$ cat src/rtl/wltc_ram.sv
// generic single write port ram with registered read
// no dependencies
`timescale 1ns / 1ps
`default_nettype none

module wltc_ram #(
  parameter int unsigned WIDTH = 8,
  parameter int unsigned DEPTH = 16,
  localparam int unsigned AW   = (DEPTH > 1) ? $clog2(DEPTH) : 1
) (
  input  wire logic             clk_i,
  input  wire logic             we_i,
  input  wire logic [AW-1:0]    waddr_i,
  input  wire logic [WIDTH-1:0] wdata_i,
  input  wire logic             re_i,
  input  wire logic [AW-1:0]    raddr_i,
  output logic      [WIDTH-1:0] rdata_o
);

  logic [WIDTH-1:0] mem_q [DEPTH];

  always_ff @(posedge clk_i) begin
    if (we_i) begin
      mem_q[waddr_i] <= wdata_i;
    end
  end

  always_ff @(posedge clk_i) begin
    if (re_i) begin
      rdata_o <= mem_q[raddr_i];
    end
  end

endmodule

`default_nettype wire

$ cat config.mk
export PLATFORM = sky130hd
export DESIGN_NAME = wltc_ram
export DESIGN_NICKNAME = d
export VERILOG_FILES = /design/src/rtl/wltc_ram.sv
export SDC_FILE = /design/constraint.sdc
export NUM_CORES = 1
export LEC_CHECK = 0
export BUFFER_PORTS_ARGS = -buffer_cell sky130_fd_sc_hd__buf_2
export CAP_MARGIN = 10
export CORE_UTILIZATION = 60
export DETAILED_ROUTE_END_ITERATION = 7
export PLACE_DENSITY = 0.79
export REMOVE_ABC_BUFFERS = 1
export SLEW_MARGIN = 25
export SYNTH_ARGS = -nofsm -noshare
export SYNTH_HDL_FRONTEND = slang
export SYNTH_SLANG_ARGS = --single-unit
$ cat constraint.sdc
create_clock -name clk_i -period 4.83 [get_ports clk_i]
set_input_delay 0.7245 -clock clk_i [delete_from_list [all_inputs] [get_ports clk_i]]
set_output_delay 0.7245 -clock clk_i [all_outputs]
set_load 0.01 [all_outputs]
# After elaboration in Yosys (flattened, before gate mapping)
# Memory sizes are Yosys's and may differ from the RTL's. A register that Yosys moved wholly into a read port is not among the register bits.
# Index checks and enable logic that the tools add are counted.
# totals
ff_bits	0
ram_bits	128
output_inout_bits	8
wordCells	3
memories	1
# op_classes
mux	2
# mem_list
name	depth	width	rd	rd_ports_with_merged_regs	write_ports	line	text
mem_q	16	8	1	1	1	20	logic [WIDTH-1:0] mem_q [DEPTH];
# ops
cell	count
$mux 1	2

# Depth between registers and ports, before layout
# Gate-level depths: netlist of the first run.
# logic_depth
depth_word	2
mapped_depth	5
depth_no_buf	3

# Least setup slack after synthesis of the first run
# OpenSTA, ideal clock, no wires.
# synth_timing
path_kind	input -> register
startpoint	in waddr_i[2]
endpoint	mem mem_q[0][0], enable pin
t_arrival_ns	1.834
required_ns	4.447
setup_slack_ns	2.613
path_stages	2
path_buffers	0
path_cell_list	or3b_2 > nor3_1
# synth_lines
element	line	text
start: declaration	13	input wire logic [AW-1:0] waddr_i,
end: declaration	20	
# No word-level cell before the write port.

==> qor.yml, run 1 <==
clk_latency_ps: 510
yosys-mux-area-fraction: 0.148
hold_class: "in2reg"
hpwl_mm: 5.62
ir_worst_vdd_mv: 0.353
final_skew_ps: 5.39
place_ws_ps: 1980
cts_tree: "yes"
ys_dominant_reg_cell: "edfxtp_1"
drt-vias-per-instance: 6.41
multi_input_comb_area_mm2: 0.00106
die_h_um: 95.3
synth_top_family_by_area: "multiplexers"
power_leakage_nw: 2.02
postSynth.asyncResetShare: 0
worstSetupEndpointType: "register"
route.detailed.wl_per_inst_um: 26.5
antenna_cells: 0
final-seq-area_mm2: 0.00408
synth_most_common_cell: "edfxtp_1"
grt_max_degree: 33
die-area_mm2: 0.00909
ys_seq_area_frac: 0.781
dpl_cell_area_mm2: 0.00543
dr.first_iter.drc_count: 238
layout-drive-gt1-share: 0.280
critPathKind: "in2reg"
portbufs: 26
grt_util_all_layers: 0.253
gp_routability_congestion: 0.737
synth_edf_count: 136
netlist.top_cell.by_area: "edfxtp_1"
cts_htree_levels: 4
synthesis.area_mm2: 0.00523
cts_hold_buffers: 0
synth_cells: 229
syn_to_final_growth_pct: 15.4
avgSynthCellArea_um2: 22.8
period_share: 0.410
finalSetupTns_ps: 0
synth_adder_area_share: 0
clk_pin_slew_ps: 60
critical_path_arrival_ps: 2240
post-route-drc-count: 0
synth_simple_gate_area_share: 0.0314
floorplan.initialDensity: 0.627
ys_warn_count: 0
synth.lib_cells_used.distinct: 18
die_w_um: 95.3
fin_area_mm2: 0.00603
cellPowerDensity_mw_per_mm2: 456
slew_viol_final: 0
setup_viol: 0
dpl.cell_count: 354
grt_overflow_total: 0
clockRootBuffer: "clkbuf_8"
worst_slew_margin_rel: 0.382
synth-xor-area-share: 0
design.final.nets: 287
post-synth-top-area-fraction: 0.781
detail-route-antenna-nets: 0
num-fill-cells: 474
routed-via-count: 2462
data_required_time_at_the_worst_endpoint_ps: 5090
start_kind: "primary input"
cts.repair_timing.setup_buffer_count: 0
placement_rows: 33
detailedRoute.firstPassIterationCount: 4
grt_pass1_wl_mm: 14.9
hold-worst-slack_ps: 595
top_cells_by_area_synth: "edfxtp_1 78%, mux4_2 7.8%, mux4_1 7.0%"
antenna_violations_before_repair: 0
synth_cell_count_leaders: "136 x edfxtp_1, 18 x mux4_2, 16 x a22oi_1"
cts_max_path_buffers: 2
cap_viol_max_count: 0
cts_sinks: 136
period_minus_slack_ps: 1980
cts_resized: 0
report.final.hold_viol_count: 0
coreArea_mm2: 0.00834
worst-slew-pin-transition_ps: 924
setup_ws_ps: 2850
path_max_fanout: 32
rsz0062_at_grt: "no"
routed_wirelength_mm: 10.2
achievable-frequency_mhz: 505
outcome: "finished, final reports clean"
cts-buffers-inserted: 17
boundaryPins: 27
synth.ff_latch_count: 136
finish.cell_count_without_fillers: 384
complex_gate_fraction_of_the_synthesized_area: 0.0230
first_global_vias: 2498
==> cells by family (layout without fill, tap and decap cells) <==
family          after synthesis  after routing
compound gates               16             16
buf+inv                      10             60
flops                       136            136
mux                          32             32
simple gates                 35             35
==> final timing paths <==
path,slack [ps],end,from,cells past startpoint
worst max-delay path,2850,rdata_o[0],raddr_i[0],4
worst min-delay path,590,mem_q[15][3],wdata_i[3],1
worst max register to register,3270,rdata_o[0],mem_q[4][0],3
worst min register to register,760,rdata_o[3],mem_q[7][3],3
==> report_power, final <==
part / internal, W / total (W) / switching (W)
sequential: 0.00133 / 0.00134 / 0.00000854
clock: 0.000830 / 0.00129 / 0.000464
combinational: 0.0000466 / 0.000115 / 0.0000685
==> metal layers <==
| layer | routed length (um) | vias up | track usage |
|---|---|---|---|
| met5 | 0 | - | 0 |
| met4 | 206 | 0 | 0.120 |
| met3 | 856 | 14 | 0.0678 |
| met2 | 5090 | 121 | 0.381 |
| met1 | 4010 | 1268 | 0.348 |
| li1 | - | 1059 | - |
==> worst max-delay path: stages <==
cell and delay, ps:
buf_4 470, mux4_1 690, a22oi_1 240, nand2_1 90
==> cell usage in the layout, fill, tap and decap left out <==
cell type | Yosys | routed
a22oi_1 | 16 | 16
and2_1 | 1 | 1
and2b_1 | 1 | 1
buf_2 | 3 | 25
buf_4 | 1 | 5
bufinv_16 | 0 | 4
clkbuf_16 | 0 | 16
clkbuf_8 | 0 | 1
clkinv_1 | 0 | 1
clkinv_2 | 0 | 3
clkinv_4 | 0 | 4
clkinvlp_4 | 0 | 1
edfxtp_1 | 136 | 136
mux4_1 | 14 | 14
mux4_2 | 18 | 18
nand2_1 | 9 | 9
nand2b_1 | 2 | 2
nand3_1 | 1 | 1
nand3b_1 | 2 | 2
nor2_1 | 13 | 13
nor2b_1 | 1 | 1
nor3_1 | 4 | 4
or3b_2 | 1 | 1
==> final cells by class <==
| class | instances | share of cell area |
|---|---|---|
| clock buffers | 17 | 0.0687 |
| flip-flops and latches | 136 | 0.677 |
| multi-input cells | 83 | 0.175 |
| clock inverters | 13 | 0.0301 |
| repair buffers | 30 | 0.0270 |
| well taps | 105 | 0.0218 |
==> sequential cells by signal, summed over array words and instances, names as in the netlist <==
| name | flops |
|---|---|
| rdata_o | 8 |
| mem_q | 128 |
==> metrics by stage <==
step	power, W	utilization
3_3_place_gp	0.00147	0.651
2_1_floorplan	0.00142	-
6_report	0.00275	0.723
5_1_grt	0.00282	0.723
3_5_place_dp	0.00148	0.651
4_1_cts	0.00276	0.723
(Power assumes the default switching activity.)
==> inputs of run 2 (changes only) <==
- clock period: 4.83 -> 2.1 ns (I/O delays scaled with it)
==> qor.yml, run 2 (synthesis gave the netlist of run 1 again) <==
num-fill-cells: 462
drt-vias-per-instance: 6.18
biggestRegsByFlops: "mem_q: 128 flops, rdata_o: 8 flops"
boundaryPins: 27
cts_tree: "yes"
slew_viol_final: 0
critPathKind: "reg2reg"
detailedRoute.firstPassIterationCount: 4
worst_slew_margin_rel: 0.526
cellPowerDensity_mw_per_mm2: 1010
cts_sinks: 136
floorplan.initialDensity: 0.627
worst-slew-pin-transition_ps: 708
dr.first_iter.drc_count: 157
antenna_cells: 0
die_w_um: 95.3
clk_pin_slew_ps: 60
clk_latency_ps: 500
ff2ff_path_depth: 3
mostFrequentLayoutCells: "136 x edfxtp_1, 26 x buf_2, 18 x mux4_2"
post-route-drc-count: 0
first_global_vias: 2560
routed_wirelength_mm: 9.48
cts_max_path_buffers: 2
die-area_mm2: 0.00909
data_required_time_at_the_worst_endpoint_ps: 2340
worstSetupEndpointType: "register"
antenna_violations_before_repair: 0
power_leakage_nw: 2.08
rsz0062_at_grt: "no"
cts_htree_levels: 4
setup_ws_ps: 539
detail-route-antenna-nets: 0
min_path_cells: 1
outcome: "finished, final reports clean"
gp_routability_congestion: 0.682
cts_resized: 0
multi_input_comb_area_mm2: 0.00106
cts-buffers-inserted: 17
place_ws_ps: 215
period_minus_slack_ps: 1560
largest-register: "mem_q"
grt_util_all_layers: 0.239
ir_worst_vdd_mv: 0.706
final_common_cell: "edfxtp_1"
setup_viol: 0
hold_class: "in2reg"
final_skew_ps: 5.28
period_share: 0.743
die_h_um: 95.3
placement_rows: 33
syn_to_final_growth_pct: 17.4
cts.repair_timing.setup_buffer_count: 0
layout-drive-gt1-share: 0.313
route.detailed.wl_per_inst_um: 23.8
achievable-frequency_mhz: 641
design.final.nets: 301
coreArea_mm2: 0.00834
grt_pass1_wl_mm: 14.4
critical_path_arrival_ps: 1800
cts_hold_buffers: 0
report.final.hold_viol_count: 0
grt_max_degree: 33
routed-via-count: 2467
grt_overflow_total: 0
portbufs: 26
final-seq-area_mm2: 0.00408
path_max_fanout: 1
finalSetupTns_ps: 0
cap_viol_max_count: 0
largest_reg_flops: 128
hpwl_mm: 5.64
clockRootBuffer: "clkbuf_8"
start_kind: "register"
-- run 2: critical path, stage by stage (launching register included) --
cell	delay, ps
edfxtp_1	410
mux4_1	490
a22oi_1	280
nand2_1	110
-- run 2: final timing paths --
check,start,end,slack [ps]
worst max-delay path,mem_q[11][4],rdata_o[4],540
worst min-delay path,re_i,rdata_o[6],180
worst max register to register,mem_q[11][4],rdata_o[4],540
worst min register to register,mem_q[12][5],rdata_o[5],760
-- run 2: report_power, final --
| group | internal [W] | switching, W |
|---|---|---|
| clock network | 0.00178 | 0.00104 |
| registers | 0.00306 | 0.0000178 |
| logic | 0.000118 | 0.000156 |
-- run 2: per-layer routing --
layer / global-route usage / share of wire / up-vias
li1: - / - / 1087
met1: 0.319 / 0.41 / 1274
met3: 0.0598 / 0.065 / 9
met4: 0.109 / 0.012 / 0
met2: 0.375 / 0.51 / 97
met5: 0 / 0 / -
-- run 2: stage by stage --
stage	hold WS (ps)	utilization	power, W	cells	area [um2]
after floorplan	414	-	0.00326	219	5140
after global placement	681	0.667	0.00339	368	5560
after detailed placement	690	0.667	0.00341	368	5560
after CTS	163	0.736	0.00622	399	6140
after global routing	162	0.736	0.00635	399	6140
final	182	0.736	0.00617	399	6140
-- run 2: area by class of cell --
cell class,instances,area share
sequential,136,0.666
multi-input combinational,83,0.172
clock buffer,17,0.0675
timing repair buffer,44,0.0473
clock inverter,14,0.0259
tap,105,0.0214
